[config.mk]
export PLATFORM = sky130hd
export DESIGN_NAME = escape_sequence_unescaper
export DESIGN_NICKNAME = d
export VERILOG_FILES = /design/src/rtl/esu_pkg.sv /design/src/rtl/escape_sequence_unescaper.sv /design/src/rtl/esu_front.sv /design/src/rtl/esu_fifo.sv /design/src/rtl/esu_back.sv
export VERILOG_INCLUDE_DIRS = /design/src /design/src/rtl
export SDC_FILE = /design/constraint.sdc
export NUM_CORES = 1
export LEC_CHECK = 0
export ABC_AREA = 1
export BUFFER_PORTS_ARGS = -buffer_cell sky130_fd_sc_hd__buf_2
export CAP_MARGIN = 20
export CELL_PAD_IN_SITES_DETAIL_PLACEMENT = 0
export CELL_PAD_IN_SITES_GLOBAL_PLACEMENT = 1
export CORE_MARGIN = 2
export CORE_UTILIZATION = 30
export CTS_CLUSTER_DIAMETER = 150
export CTS_CLUSTER_SIZE = 20
export DETAILED_ROUTE_END_ITERATION = 8
export GPL_TIMING_DRIVEN = 1
export HOLD_SLACK_MARGIN = 0.02
export PLACE_DENSITY = 0.52
export SLEW_MARGIN = 30
export SYNTH_ARGS = -nofsm -noshare
export SYNTH_HDL_FRONTEND = slang
export SYNTH_HIERARCHICAL = 1
export SYNTH_SLANG_ARGS = --single-unit
[constraint.sdc]
create_clock -name clock -period 3.53 [get_ports clock]
set_input_delay 0.353 -clock clock [delete_from_list [all_inputs] [get_ports clock]]
set_output_delay 0.353 -clock clock [all_outputs]
set_load 0.005 [all_outputs]
[src/rtl/assert_macros.svh]
// Assertion helpers for the RTL file that checks its own logic.
`ifndef ASSERT_MACROS_SVH
`define ASSERT_MACROS_SVH

// Antecedent implies consequent in the same cycle.
`define ESU_ASSERT_IMPLIES(label, clk, rst, ante, cons) \
   label: assert property (@(posedge clk) disable iff (rst) (ante) |-> (cons)) \
      else $error("assertion failed: same-cycle implication");

// Antecedent implies consequent in the following cycle.
`define ESU_ASSERT_NEXT(label, clk, rst, ante, cons) \
   label: assert property (@(posedge clk) disable iff (rst) (ante) |=> (cons)) \
      else $error("assertion failed: next-cycle implication");

`endif

[src/rtl/esu_pkg.sv]
// ---------------------------------------------------------------------------
// esu_pkg
// Types, constants and helper functions of the escape sequence unescaper.
// ---------------------------------------------------------------------------
package esu_pkg;

   localparam int FIFO_DEPTH = 4;
   localparam int FIFO_PTR_W = $clog2(FIFO_DEPTH);
   localparam int FIFO_CNT_W = $clog2(FIFO_DEPTH + 1);

   localparam logic [1:0] MODE_COOKED     = 2'd0;
   localparam logic [1:0] MODE_RAW_STRING = 2'd1;
   localparam logic [1:0] MODE_RAW_REGEX  = 2'd2;

   localparam logic [7:0] CHAR_BACKSLASH = 8'h5c;
   localparam logic [7:0] CHAR_QUOTE     = 8'h22;
   localparam logic [7:0] CHAR_SLASH     = 8'h2f;
   localparam logic [7:0] CHAR_LOWER_N   = 8'h6e;
   localparam logic [7:0] CHAR_LOWER_R   = 8'h72;
   localparam logic [7:0] CHAR_LOWER_T   = 8'h74;
   localparam logic [7:0] CHAR_LOWER_X   = 8'h78;
   localparam logic [7:0] CHAR_LOWER_U   = 8'h75;
   localparam logic [7:0] CHAR_UPPER_U   = 8'h55;
   localparam logic [7:0] CHAR_NEWLINE   = 8'h0a;
   localparam logic [7:0] CHAR_RETURN    = 8'h0d;
   localparam logic [7:0] CHAR_TAB       = 8'h09;

   localparam logic [7:0] UTF8_LEAD_2 = 8'hc0;
   localparam logic [7:0] UTF8_LEAD_3 = 8'he0;
   localparam logic [7:0] UTF8_LEAD_4 = 8'hf0;
   localparam logic [7:0] UTF8_LEAD_5 = 8'hf8;
   localparam logic [7:0] UTF8_LEAD_6 = 8'hfc;
   localparam logic [7:0] UTF8_CONT   = 8'h80;

   typedef enum logic [1:0] {
      ERR_NONE      = 2'd0,
      ERR_BAD_HEX   = 2'd1,
      ERR_TOO_LARGE = 2'd2
   } error_code_type;

   typedef enum logic [1:0] {
      CMD_LITERAL,     // one byte as is
      CMD_ESCAPED,     // backslash, then the byte
      CMD_CODE_POINT,  // UTF-8 encode, or too large
      CMD_BAD_HEX      // error result
   } cmd_kind_type;

   typedef struct packed {
      cmd_kind_type kind;
      logic [2:0]   len;    // result bytes, 1 to 6
      logic [31:0]  data;
   } cmd_type;

   typedef struct packed {
      logic full;
      logic empty;
   } fifo_status_type;

   // {valid, value} of an ASCII hex digit
   function automatic logic [4:0] hex_value(input logic [7:0] c);
      logic [4:0] r;
      if (c >= 8'h30 && c <= 8'h39) begin
         r = {1'b1, c[3:0]};
      end else if ((c >= 8'h61 && c <= 8'h66) || (c >= 8'h41 && c <= 8'h46)) begin
         r = {1'b1, c[3:0] + 4'd9};
      end else begin
         r = 5'd0;
      end
      return r;
   endfunction

   function automatic logic [2:0] utf8_len(input logic [31:0] cp);
      logic [2:0] r;
      if (cp <= 32'h7f) begin
         r = 3'd1;
      end else if (cp <= 32'h7ff) begin
         r = 3'd2;
      end else if (cp <= 32'hffff) begin
         r = 3'd3;
      end else if (cp <= 32'h1fffff) begin
         r = 3'd4;
      end else if (cp <= 32'h3ffffff) begin
         r = 3'd5;
      end else begin
         r = 3'd6;
      end
      return r;
   endfunction

   // byte idx (0 = lead) of a len-byte encoding of cp
   function automatic logic [7:0] utf8_byte(input logic [31:0] cp, input logic [2:0] len,
                                            input logic [2:0] idx);
      logic [2:0]  sh;
      logic [31:0] chunk;
      logic [7:0]  r;
      sh = len - idx - 3'd1;
      unique case (sh)
         3'd0:    chunk = cp;
         3'd1:    chunk = cp >> 6;
         3'd2:    chunk = cp >> 12;
         3'd3:    chunk = cp >> 18;
         3'd4:    chunk = cp >> 24;
         3'd5:    chunk = cp >> 30;
         default: chunk = cp;
      endcase
      if (len == 3'd1) begin
         r = cp[7:0];
      end else if (idx == 3'd0) begin
         unique case (len)
            3'd2:    r = UTF8_LEAD_2 | {3'b000, chunk[4:0]};
            3'd3:    r = UTF8_LEAD_3 | {4'b0000, chunk[3:0]};
            3'd4:    r = UTF8_LEAD_4 | {5'b00000, chunk[2:0]};
            3'd5:    r = UTF8_LEAD_5 | {6'b000000, chunk[1:0]};
            default: r = UTF8_LEAD_6 | {7'b0000000, chunk[0]};
         endcase
      end else begin
         r = UTF8_CONT | {2'b00, chunk[5:0]};
      end
      return r;
   endfunction

endpackage

[src/rtl/escape_sequence_unescaper.sv]
// ---------------------------------------------------------------------------
// escape_sequence_unescaper
// Unescapes a byte stream and UTF-8 encodes hex escapes.
// ---------------------------------------------------------------------------
// Requests enter on req_* (valid/stall), one string byte each, with
// req_end_of_string on the final byte. Results leave on rsp_*, one byte a
// cycle while rsp_stall is low, rsp_last_of_run set on the last byte that a request caused.
// csr_escape_mode selects cooked, raw string or raw regex handling; write it
// only while the block is idle. csr_ready is always high.
// An accepted request passes through the command queue into the output
// register. Throughput: one request a cycle while each yields at most one
// byte and rsp_stall is low; a request that yields n bytes holds the back end
// until all n have left (up to six for a UTF-8 sequence), and the four-entry
// command queue absorbs the bursts. Requests that only open an escape or carry
// any but the last hex digit yield nothing. When rsp_stall is high the result
// register holds; once the queue fills, req_stall rises. Reset clears the mode
// to cooked, the escape state and the queue; no clearing pass is needed.
// ---------------------------------------------------------------------------
`include "assert_macros.svh"

module escape_sequence_unescaper
   import esu_pkg::*;
(
   input  logic       clock,
   input  logic       reset,
   input  logic       req_valid,
   output logic       req_stall,
   input  logic [7:0] req_data_byte,
   input  logic       req_end_of_string,
   output logic       rsp_valid,
   input  logic       rsp_stall,
   output logic [7:0] rsp_out_byte,
   output logic [1:0] rsp_error_code,
   output logic       rsp_last_of_run,
   input  logic       csr_valid,
   output logic       csr_ready,
   input  logic [1:0] csr_escape_mode
);

   fifo_status_type fifo_status;
   logic            push;
   logic            pop;
   cmd_type         push_cmd;
   cmd_type         head_cmd;

   esu_front u_front (
      .clock             (clock),
      .reset             (reset),
      .req_valid         (req_valid),
      .req_stall         (req_stall),
      .req_data_byte     (req_data_byte),
      .req_end_of_string (req_end_of_string),
      .csr_valid         (csr_valid),
      .csr_ready         (csr_ready),
      .csr_escape_mode   (csr_escape_mode),
      .fifo_status       (fifo_status),
      .push              (push),
      .push_cmd          (push_cmd)
   );

   esu_fifo u_fifo (
      .clock    (clock),
      .reset    (reset),
      .push     (push),
      .push_cmd (push_cmd),
      .pop      (pop),
      .head_cmd (head_cmd),
      .status   (fifo_status)
   );

   esu_back u_back (
      .clock           (clock),
      .reset           (reset),
      .head_cmd        (head_cmd),
      .fifo_status     (fifo_status),
      .pop             (pop),
      .rsp_valid       (rsp_valid),
      .rsp_stall       (rsp_stall),
      .rsp_out_byte    (rsp_out_byte),
      .rsp_error_code  (rsp_error_code),
      .rsp_last_of_run (rsp_last_of_run)
   );

   `ESU_ASSERT_IMPLIES(a_no_push_when_full, clock, reset, push, !fifo_status.full)
   `ESU_ASSERT_IMPLIES(a_no_pop_when_empty, clock, reset, pop, !fifo_status.empty)
   `ESU_ASSERT_NEXT(a_push_fills_empty, clock, reset, push && fifo_status.empty, !fifo_status.empty)
   `ESU_ASSERT_IMPLIES(a_error_is_single, clock, reset, rsp_valid && (rsp_error_code != ERR_NONE), (rsp_out_byte == 8'd0) && rsp_last_of_run)

endmodule

[src/rtl/esu_front.sv]
// ---------------------------------------------------------------------------
// esu_front
// Accepts input bytes, tracks escape state and pushes one command per byte
// that yields output.
// ---------------------------------------------------------------------------
module esu_front
   import esu_pkg::*;
(
   input  logic            clock,
   input  logic            reset,
   input  logic            req_valid,
   output logic            req_stall,
   input  logic [7:0]      req_data_byte,
   input  logic            req_end_of_string,
   input  logic            csr_valid,
   output logic            csr_ready,
   input  logic [1:0]      csr_escape_mode,
   input  fifo_status_type fifo_status,
   output logic            push,
   output cmd_type         push_cmd
);

   logic [1:0]  mode_ff;
   logic        pending_ff, pending_in;
   logic [3:0]  digits_ff, digits_in;
   logic [31:0] acc_ff, acc_in;
   logic        accept;
   logic [4:0]  hex;
   logic [31:0] acc_shift;
   logic        emit;
   cmd_type     cmd;

   assign req_stall = fifo_status.full;
   assign csr_ready = 1'b1;
   assign accept    = req_valid && !req_stall;
   assign hex       = hex_value(req_data_byte);
   assign acc_shift = {acc_ff[27:0], hex[3:0]};

   always_comb begin
      pending_in = pending_ff;
      digits_in  = digits_ff;
      acc_in     = acc_ff;
      emit       = 1'b0;
      cmd.kind   = CMD_LITERAL;
      cmd.len    = 3'd1;
      cmd.data   = {24'd0, req_data_byte};

      priority if (digits_ff != 4'd0) begin
         if (!hex[4]) begin
            emit      = 1'b1;
            cmd.kind  = CMD_BAD_HEX;
            digits_in = 4'd0;
            acc_in    = 32'd0;
         end else begin
            acc_in    = acc_shift;
            digits_in = digits_ff - 4'd1;
            if (digits_ff == 4'd1) begin
               emit     = 1'b1;
               cmd.kind = CMD_CODE_POINT;
               cmd.data = acc_shift;
               cmd.len  = acc_shift[31] ? 3'd1 : utf8_len(acc_shift);
               acc_in   = 32'd0;
            end
         end
      end else if (pending_ff) begin
         pending_in = 1'b0;
         emit       = 1'b1;
         priority if (mode_ff == MODE_RAW_REGEX) begin
            if (req_data_byte != CHAR_SLASH) begin
               cmd.kind = CMD_ESCAPED;
               cmd.len  = 3'd2;
            end
         end else if (mode_ff == MODE_RAW_STRING) begin
            if (req_data_byte != CHAR_QUOTE) begin
               cmd.kind = CMD_ESCAPED;
               cmd.len  = 3'd2;
            end
         end else begin
            unique case (req_data_byte)
               CHAR_LOWER_N: cmd.data = {24'd0, CHAR_NEWLINE};
               CHAR_LOWER_R: cmd.data = {24'd0, CHAR_RETURN};
               CHAR_LOWER_T: cmd.data = {24'd0, CHAR_TAB};
               CHAR_QUOTE, CHAR_SLASH, CHAR_BACKSLASH: ;
               CHAR_LOWER_X: begin
                  emit      = 1'b0;
                  digits_in = 4'd2;
                  acc_in    = 32'd0;
               end
               CHAR_LOWER_U: begin
                  emit      = 1'b0;
                  digits_in = 4'd4;
                  acc_in    = 32'd0;
               end
               CHAR_UPPER_U: begin
                  emit      = 1'b0;
                  digits_in = 4'd8;
                  acc_in    = 32'd0;
               end
               default: begin
                  cmd.kind = CMD_ESCAPED;
                  cmd.len  = 3'd2;
               end
            endcase
         end
      end else if (req_data_byte == CHAR_BACKSLASH) begin
         pending_in = 1'b1;
         // a lone backslash at the end of the string comes out as itself
         if (req_end_of_string) begin
            emit = 1'b1;
         end
      end else begin
         emit = 1'b1;
      end

      if (req_end_of_string) begin
         pending_in = 1'b0;
         digits_in  = 4'd0;
         acc_in     = 32'd0;
      end
   end

   assign push     = accept && emit;
   assign push_cmd = cmd;

   always_ff @(posedge clock) begin
      if (reset) begin
         mode_ff    <= MODE_COOKED;
         pending_ff <= 1'b0;
         digits_ff  <= 4'd0;
         acc_ff     <= 32'd0;
      end else begin
         if (csr_valid && csr_ready) begin
            mode_ff <= csr_escape_mode;
         end
         if (accept) begin
            pending_ff <= pending_in;
            digits_ff  <= digits_in;
            acc_ff     <= acc_in;
         end
      end
   end

endmodule

[src/rtl/esu_fifo.sv]
// ---------------------------------------------------------------------------
// esu_fifo
// Short command queue between the front and the back.
// ---------------------------------------------------------------------------
module esu_fifo
   import esu_pkg::*;
(
   input  logic            clock,
   input  logic            reset,
   input  logic            push,
   input  cmd_type         push_cmd,
   input  logic            pop,
   output cmd_type         head_cmd,
   output fifo_status_type status
);

   cmd_type               entry_ff [FIFO_DEPTH];
   logic [FIFO_PTR_W-1:0] wr_ptr_ff;
   logic [FIFO_PTR_W-1:0] rd_ptr_ff;
   logic [FIFO_CNT_W-1:0] count_ff;

   assign head_cmd     = entry_ff[rd_ptr_ff];
   assign status.full  = (count_ff == FIFO_CNT_W'(FIFO_DEPTH));
   assign status.empty = (count_ff == '0);

   always_ff @(posedge clock) begin
      if (push) begin
         entry_ff[wr_ptr_ff] <= push_cmd;
      end
   end

   always_ff @(posedge clock) begin
      if (reset) begin
         wr_ptr_ff <= '0;
         rd_ptr_ff <= '0;
         count_ff  <= '0;
      end else begin
         if (push) begin
            wr_ptr_ff <= wr_ptr_ff + FIFO_PTR_W'(1);
         end
         if (pop) begin
            rd_ptr_ff <= rd_ptr_ff + FIFO_PTR_W'(1);
         end
         unique case ({push, pop})
            2'b10:   count_ff <= count_ff + FIFO_CNT_W'(1);
            2'b01:   count_ff <= count_ff - FIFO_CNT_W'(1);
            default: count_ff <= count_ff;
         endcase
      end
   end

endmodule

[src/rtl/esu_back.sv]
// ---------------------------------------------------------------------------
// esu_back
// Expands queued commands into result bytes in an output register, one a
// cycle while rsp_stall is low.
// ---------------------------------------------------------------------------
module esu_back
   import esu_pkg::*;
(
   input  logic            clock,
   input  logic            reset,
   input  cmd_type         head_cmd,
   input  fifo_status_type fifo_status,
   output logic            pop,
   output logic            rsp_valid,
   input  logic            rsp_stall,
   output logic [7:0]      rsp_out_byte,
   output logic [1:0]      rsp_error_code,
   output logic            rsp_last_of_run
);

   logic [2:0]     idx_ff, idx_in;
   logic           valid_ff, valid_in;
   logic [7:0]     byte_ff, byte_in;
   error_code_type err_ff, err_in;
   logic           last_ff;
   logic           load;
   logic           last_byte;

   assign load      = !fifo_status.empty && (!valid_ff || !rsp_stall);
   assign last_byte = (idx_ff == head_cmd.len - 3'd1);
   assign pop       = load && last_byte;
   assign idx_in    = last_byte ? 3'd0 : idx_ff + 3'd1;
   // hold a stalled result, drop one that was taken
   assign valid_in  = load || (valid_ff && rsp_stall);

   always_comb begin
      byte_in = head_cmd.data[7:0];
      err_in  = ERR_NONE;
      unique case (head_cmd.kind)
         CMD_LITERAL: ;
         CMD_ESCAPED: begin
            if (idx_ff == 3'd0) begin
               byte_in = CHAR_BACKSLASH;
            end
         end
         CMD_CODE_POINT: begin
            if (head_cmd.data[31]) begin
               byte_in = 8'd0;
               err_in  = ERR_TOO_LARGE;
            end else begin
               byte_in = utf8_byte(head_cmd.data, head_cmd.len, idx_ff);
            end
         end
         CMD_BAD_HEX: begin
            byte_in = 8'd0;
            err_in  = ERR_BAD_HEX;
         end
         default: ;
      endcase
   end

   always_ff @(posedge clock) begin
      if (reset) begin
         idx_ff   <= 3'd0;
         valid_ff <= 1'b0;
      end else begin
         valid_ff <= valid_in;
         if (load) begin
            idx_ff <= idx_in;
         end
      end
   end

   always_ff @(posedge clock) begin
      if (load) begin
         byte_ff <= byte_in;
         err_ff  <= err_in;
         last_ff <= last_byte;
      end
   end

   assign rsp_valid       = valid_ff;
   assign rsp_out_byte    = byte_ff;
   assign rsp_error_code  = err_ff;
   assign rsp_last_of_run = last_ff;

endmodule

==> summary.txt, run 1 <==
Status: finished clean
Clock Tree Buf Depth: 3
Met2 WL: 11800 um
Share of cells above drive strength 1: 10.6%
Clock sinks: 207
Clk_skew: 27.7 ps
Syn. warnings: 6
Post-DP HPWL: 17300 um
Slew Limit Fails: 0
Peak supply drop: 0.253 mV
CTS tree: built
Critical Path Start: u_front/digits_ff[0]
Critical path class: reg -> reg
Final WL: 25200 um
Buffers on Ports: 28
Full die area: 33900 sq um
Cts hold-fix bufs: 0
Ys flop type: edfxtp_1
PwrDens: 674 nW/um^2
Hold path startpoint: csr_escape_mode[0]
Crit end category: register
DR iter-0 viols: 409
Slowest stage cell on the critical path: a21oi_1
ANT cells: 0
Reported leakage power: 4.03 nW
Synthesized area: 9740 sq um
CP Cell Sequence: inv_1 -> ha_1 -> nand2_1 -> inv_1 -> nand3_1 -> a21oi_1 -> inv_1 -> ha_1 -> inv_1 -> fa_1 -> a21oi_1
Metal-1 WL: 12600 um
Ports: 30
Final Cycle Share: 85.5%
Clk_lat worst skew: 480 ps
Cell mode on critical path: inv_1
Max_cap viols: 0
Reg clk slew, reported paths: 90 ps
Post-CTS sizing: 0
Area Overhead vs Synth: 10.1%
Initial core utilization: 30.7%
Synth Instances: 1010
Max frequency: 331 MHz
Netlist cell types: 42
Routed len/inst: 17.5 um
Chip width: 184 um
CP top delay family: adder cells
Overflow after GRT: 0
Met3 WL: 532 um
Reg-to-reg startpoint: u_front/digits_ff[0]
Post-synth EDFFs: 159
Routed vias/inst: 4.70
Gp weighted congestion: 0.774
Core Area: 31700 sq um
RSZ-0062 raised after global routing: false
Pre-antenna DRT Iters: 5
Total GRT Usage: 15.3%
Min-delay worst type: in -> reg
Final Hold Fails: 0
Postcts setup bufs: 0
Drt drc: 0
Root buffer cell: clkbuf_16
Required time worst endpoint: 3950 ps
TritonCTS Buffers: 14
Top Layer Used: met4
Largest net degree at the start of global routing: 55
Slowest stage delay, CP: 450 ps
Final Critical Period: 3020 ps
Crit-path max FO: 9
ANT nets after route: 0
Number of synthesized register bits: 207
Rel. slew slack: 51.2%
Syn nets: 1048
Die Ht: 184 um
Post-route setup TNS: 0 ps
H-tree depth: 1
Vias in the first global route: 6931
Site Rows: 65
Startpoint Class: register
Avg Inst Size Synth: 9.64 sq um
Crit path DAT: 3430 ps
Setup violators final: 0
Layout Nets: 1071
First-pass GRT wire length: 39700 um
Final Util: 33.8%
Sequential fraction of the synthesis area: 58.9%
Via count: 6782
Post-synth ARST share: 0%
Bufs and invs on worst path: 4
Antenna violations before repair: 0
Tightest Pin Transition: 732 ps
[metrics by stage]
stage          power (mW)  instances  setup WS, ps  hold slack, ps  instance area [sq um]
2_1_floorplan        4.94       1010           595             412                   9740
3_3_place_gp         5.74       1419           283             433                  10300
3_5_place_dp         5.71       1419           290             432                  10300
4_1_cts              7.36       1443           473            86.0                  10700
5_1_grt              7.76       1443           148             115                  10700
6_report             7.22       1443           513             114                  10700
[synthesized netlist by cell type, types with 11 or more instances]
library cell / instances / share of area (%)
nor3_1: 13 / 0.67
a21oi_1: 44 / 2.3
o21ai_0: 68 / 3.5
clkbuf_1: 13 / 0.50
buf_2: 11 / 0.57
ha_1: 20 / 2.6
nand3_1: 44 / 2.3
edfxtp_1: 159 / 49
o22ai_1: 38 / 2.4
o21ai_1: 34 / 1.7
inv_1: 90 / 3.5
nor2_1: 142 / 5.5
nand2_1: 194 / 7.5
dfxtp_1: 48 / 9.9
[routing by layer]
| metal | vias to the layer above | global-route usage [%] |
|---|---|---|
| met4 | 0 | 2.56 |
| met2 | 73 | 25.7 |
| met3 | 21 | 1.58 |
| met5 | - | 0 |
| li1 | 3465 | - |
| met1 | 3223 | 21.6 |
[path summary, 6_finish.rpt]
path                            slack (ps)                   to  cells after the start
worst max-delay path                   510   u_fifo/count_ff[1]                     11
worst min-delay path                   110   u_front/mode_ff[0]                      3
worst max register to register         510   u_fifo/count_ff[1]                     11
worst min register to register         440  u_fifo/rd_ptr_ff[1]                      1
[where the power goes]
group          internal (mW)  switching, mW
sequential              2.94         0.0843
combinational          0.765           1.82
clock                  0.801          0.817
total                   4.51           2.72
[layout by cell type (no fill, tap or decap), types with 9 or more instances in the layout]
| master | count |
|---|---|
| nand2_1 | 194 |
| nor3_1 | 13 |
| a21oi_2 | 9 |
| nand3_1 | 44 |
| buf_4 | 15 |
| clkbuf_16 | 15 |
| a21oi_1 | 44 |
| nor2_1 | 142 |
| edfxtp_1 | 159 |
| dfxtp_1 | 47 |
| inv_1 | 90 |
| o21ai_1 | 34 |
| ha_1 | 20 |
| o22ai_1 | 38 |
| buf_2 | 28 |
| o21ai_0 | 68 |
| inv_2 | 9 |
[sequential cells by signal, summed over array words and instances, names as in the netlist, 3 cells and up, named ones only]
register             count
u_back/idx_ff            3
u_front/digits_ff        4
u_front/acc_ff          28
u_back/rsp_out_byte      8
u_fifo/count_ff          3
u_fifo/entry_ff        148
[logic make-up after synthesis]
| kind of cell | synth area share [%] |
|---|---|
| AND/OR/NAND/NOR | 19.5 |
| buffers and inverters | 6.67 |
| XOR/XNOR | 0.450 |
| AO/OA/AOI/OAI | 11.5 |
| other | 0.0385 |
| adder cells (fa/ha/maj) | 2.98 |
| flip-flops | 58.9 |
[tightest hold or removal path: cells and delay by family]
kind	cells	cell delay, ps
AND/OR/NAND/NOR	2	130
buffers and inverters	1	70
[final cells by class]
type | count | area, sq um
Clock buffer | 23 | 405
Fill cell | 3282 | 21000
Multi-Input combinational cell | 663 | 3350
Clock inverter | 1 | 16.3
Inverter | 100 | 375
Timing Repair Buffer | 47 | 333
Tap cell | 402 | 503
Sequential cell | 207 | 5740
Note: power is estimated with default switching activity, not from simulation.
==> run 2: changes to the inputs <==
--- a/config.mk
+++ b/config.mk
@@ -7,10 +7,11 @@
 export NUM_CORES = 1
 export LEC_CHECK = 0
 export ABC_AREA = 1
-export BUFFER_PORTS_ARGS = -buffer_cell sky130_fd_sc_hd__buf_2
+export BUFFER_PORTS_ARGS = -buffer_cell sky130_fd_sc_hd__buf_4
 export CAP_MARGIN = 20
 export CELL_PAD_IN_SITES_DETAIL_PLACEMENT = 0
 export CELL_PAD_IN_SITES_GLOBAL_PLACEMENT = 1
+export CORE_ASPECT_RATIO = 0.8
 export CORE_MARGIN = 2
 export CORE_UTILIZATION = 30
 export CTS_CLUSTER_DIAMETER = 150
==> constraint.sdc (replaced) <==
create_clock -name clock -period 2.98 [get_ports clock]
set_input_delay 0.298 -clock clock [delete_from_list [all_inputs] [get_ports clock]]
set_output_delay 0.298 -clock clock [all_outputs]
set_load 0.005 [all_outputs]
==> summary.txt, run 2 (synthesis gave the netlist of run 1 again) <==
TritonCTS Buffers: 14
Reg clk slew, reported paths: 90 ps
Ports: 30
Pre-antenna DRT Iters: 4
PwrDens: 799 nW/um^2
Overflow after GRT: 0
Reported leakage power: 4.11 nW
Crit path DAT: 3110 ps
Full die area: 33900 sq um
Final Critical Period: 2730 ps
Clk_skew: 12.7 ps
Commonest non-fill, non-tap cell in the layout: nand2_1
Startpoint Class: register
Most flop-heavy register: u_fifo/entry_ff
Clk_lat worst skew: 480 ps
Routed vias/inst: 4.65
Site Rows: 58
Share of cells above drive strength 1: 11.9%
Rel. slew slack: 51.6%
Crit end category: register
Die Ht: 165 um
Clock sinks: 207
Largest net degree at the start of global routing: 61
RSZ-0062 raised after global routing: false
Root buffer cell: clkbuf_16
Status: finished clean
Critical path class: reg -> reg
CTS tree: built
Required time worst endpoint: 3360 ps
Final Util: 34.4%
Max_cap viols: 0
Crit-path max FO: 9
Initial core utilization: 30.7%
Max frequency: 366 MHz
Final Hold Fails: 0
Drt drc: 0
Peak supply drop: 0.350 mV
Max reg flops: 148
Chip width: 205 um
Final WL: 25500 um
Routed len/inst: 17.3 um
Tightest Pin Transition: 725 ps
Gp weighted congestion: 0.807
First-pass GRT wire length: 38800 um
Antenna violations before repair: 0
Core Area: 31700 sq um
H-tree depth: 1
ANT cells: 0
ANT nets after route: 0
Slew Limit Fails: 0
Area Overhead vs Synth: 12.2%
Setup violators final: 0
Most frequent cells in the layout: 194 x nand2_1, 159 x edfxtp_1, 142 x nor2_1
Post-DP HPWL: 17600 um
Buffers on Ports: 28
Total GRT Usage: 15.2%
Vias in the first global route: 6430
Clock Tree Buf Depth: 3
Post-route setup TNS: 0 ps
Final Cycle Share: 91.6%
DR iter-0 viols: 400
Layout Nets: 1082
Reg2Reg Setup Slack: 250 ps
Via count: 6845
Min-delay worst type: in -> reg
[run 2: cell count changes in the layout (fill, tap and decap cells not counted)]
| cell | previous run | this run |
|---|---|---|
| dfxtp_4 | 0 | 1 |
| dlygate4sd3_1 | 0 | 1 |
| buf_2 | 28 | 0 |
| fa_1 | 2 | 1 |
| buf_4 | 15 | 53 |
| fa_2 | 0 | 1 |
| inv_12 | 0 | 1 |
| inv_4 | 0 | 1 |
| dfxtp_1 | 47 | 46 |
| inv_1 | 90 | 89 |
| o22ai_2 | 0 | 2 |
| clkinv_8 | 1 | 0 |
| o22ai_1 | 38 | 36 |
[run 2: routing by layer]
layer  up-vias  global-route usage [%]  wire (um)
met2        78                    22.8      10800
met1      3262                    23.7      13700
met3        16                    1.77        705
met5         -                       0          0
met4         0                    2.52        329
li1       3489                       -          -
[run 2: final timing paths]
| path | startpoint | to | cells after the start |
|---|---|---|---|
| worst min register to register | u_fifo/rd_ptr_ff[1] | register | 1 |
| worst min-delay path | rsp_stall | u_back/rsp_valid | 3 |
| worst max register to register | register | u_fifo/count_ff[2] | 16 |
| worst max-delay path | register | u_fifo/count_ff[2] | 16 |
[run 2: power breakdown]
part / leakage [nW] / switching, mW / internal, mW
Sequential: 1.89 / 0.110 / 3.48
Clock: 0.202 / 0.992 / 0.953
Combinational: 2.03 / 2.15 / 1.04
Total: 4.11 / 3.25 / 5.48
[run 2: cell type report]
class	instances	area, sq um
inverters	100	378
fillers	3253	20800
clock inverters	1	16.3
flip-flops and latches	207	5740
clock buffers	23	405
well taps	420	526
repair buffers	58	488
multi-input cells	663	3370
[run 2: repair_timing]
| action | 4_1_cts | 5_1_grt |
|---|---|---|
| hold buffers | 1 | 0 |
| endpoints found under the hold margin | 1 | 0 |
| buffers inserted | 0 | 0 |
| gates resized for setup | 0 | 7 |
| endpoints found under the setup margin | 0 | 7 |
[run 2: through the flow]
stage               hold WS (ps)  instance area [sq um]  cells  power, mW  worst slack (ps)
floorplan                    367                   9740   1010       5.85              45.5
global placement             445                  10500   1447       6.91               117
detailed placement           442                  10500   1447       6.87              88.0
CTS                         57.2                  10900   1472       8.82              71.3
global route                75.8                  10900   1472       9.31              11.3
finish                      81.0                  10900   1472       8.73               249
[run 2: worst max-delay path, cell delays in order, from the launching register on]
cell and delay [ps]:
dfxtp_4 410, o21ai_1 100, o22ai_2 250, inv_1 120, ha_1 320, nand2_1 70, nand2_1 50, nor3_2 170
nand2_1 120, inv_1 110, ha_1 170, inv_1 70, fa_1 370, nand2_1 100, nand4_1 100, nand2_1 70
nor2_1 40
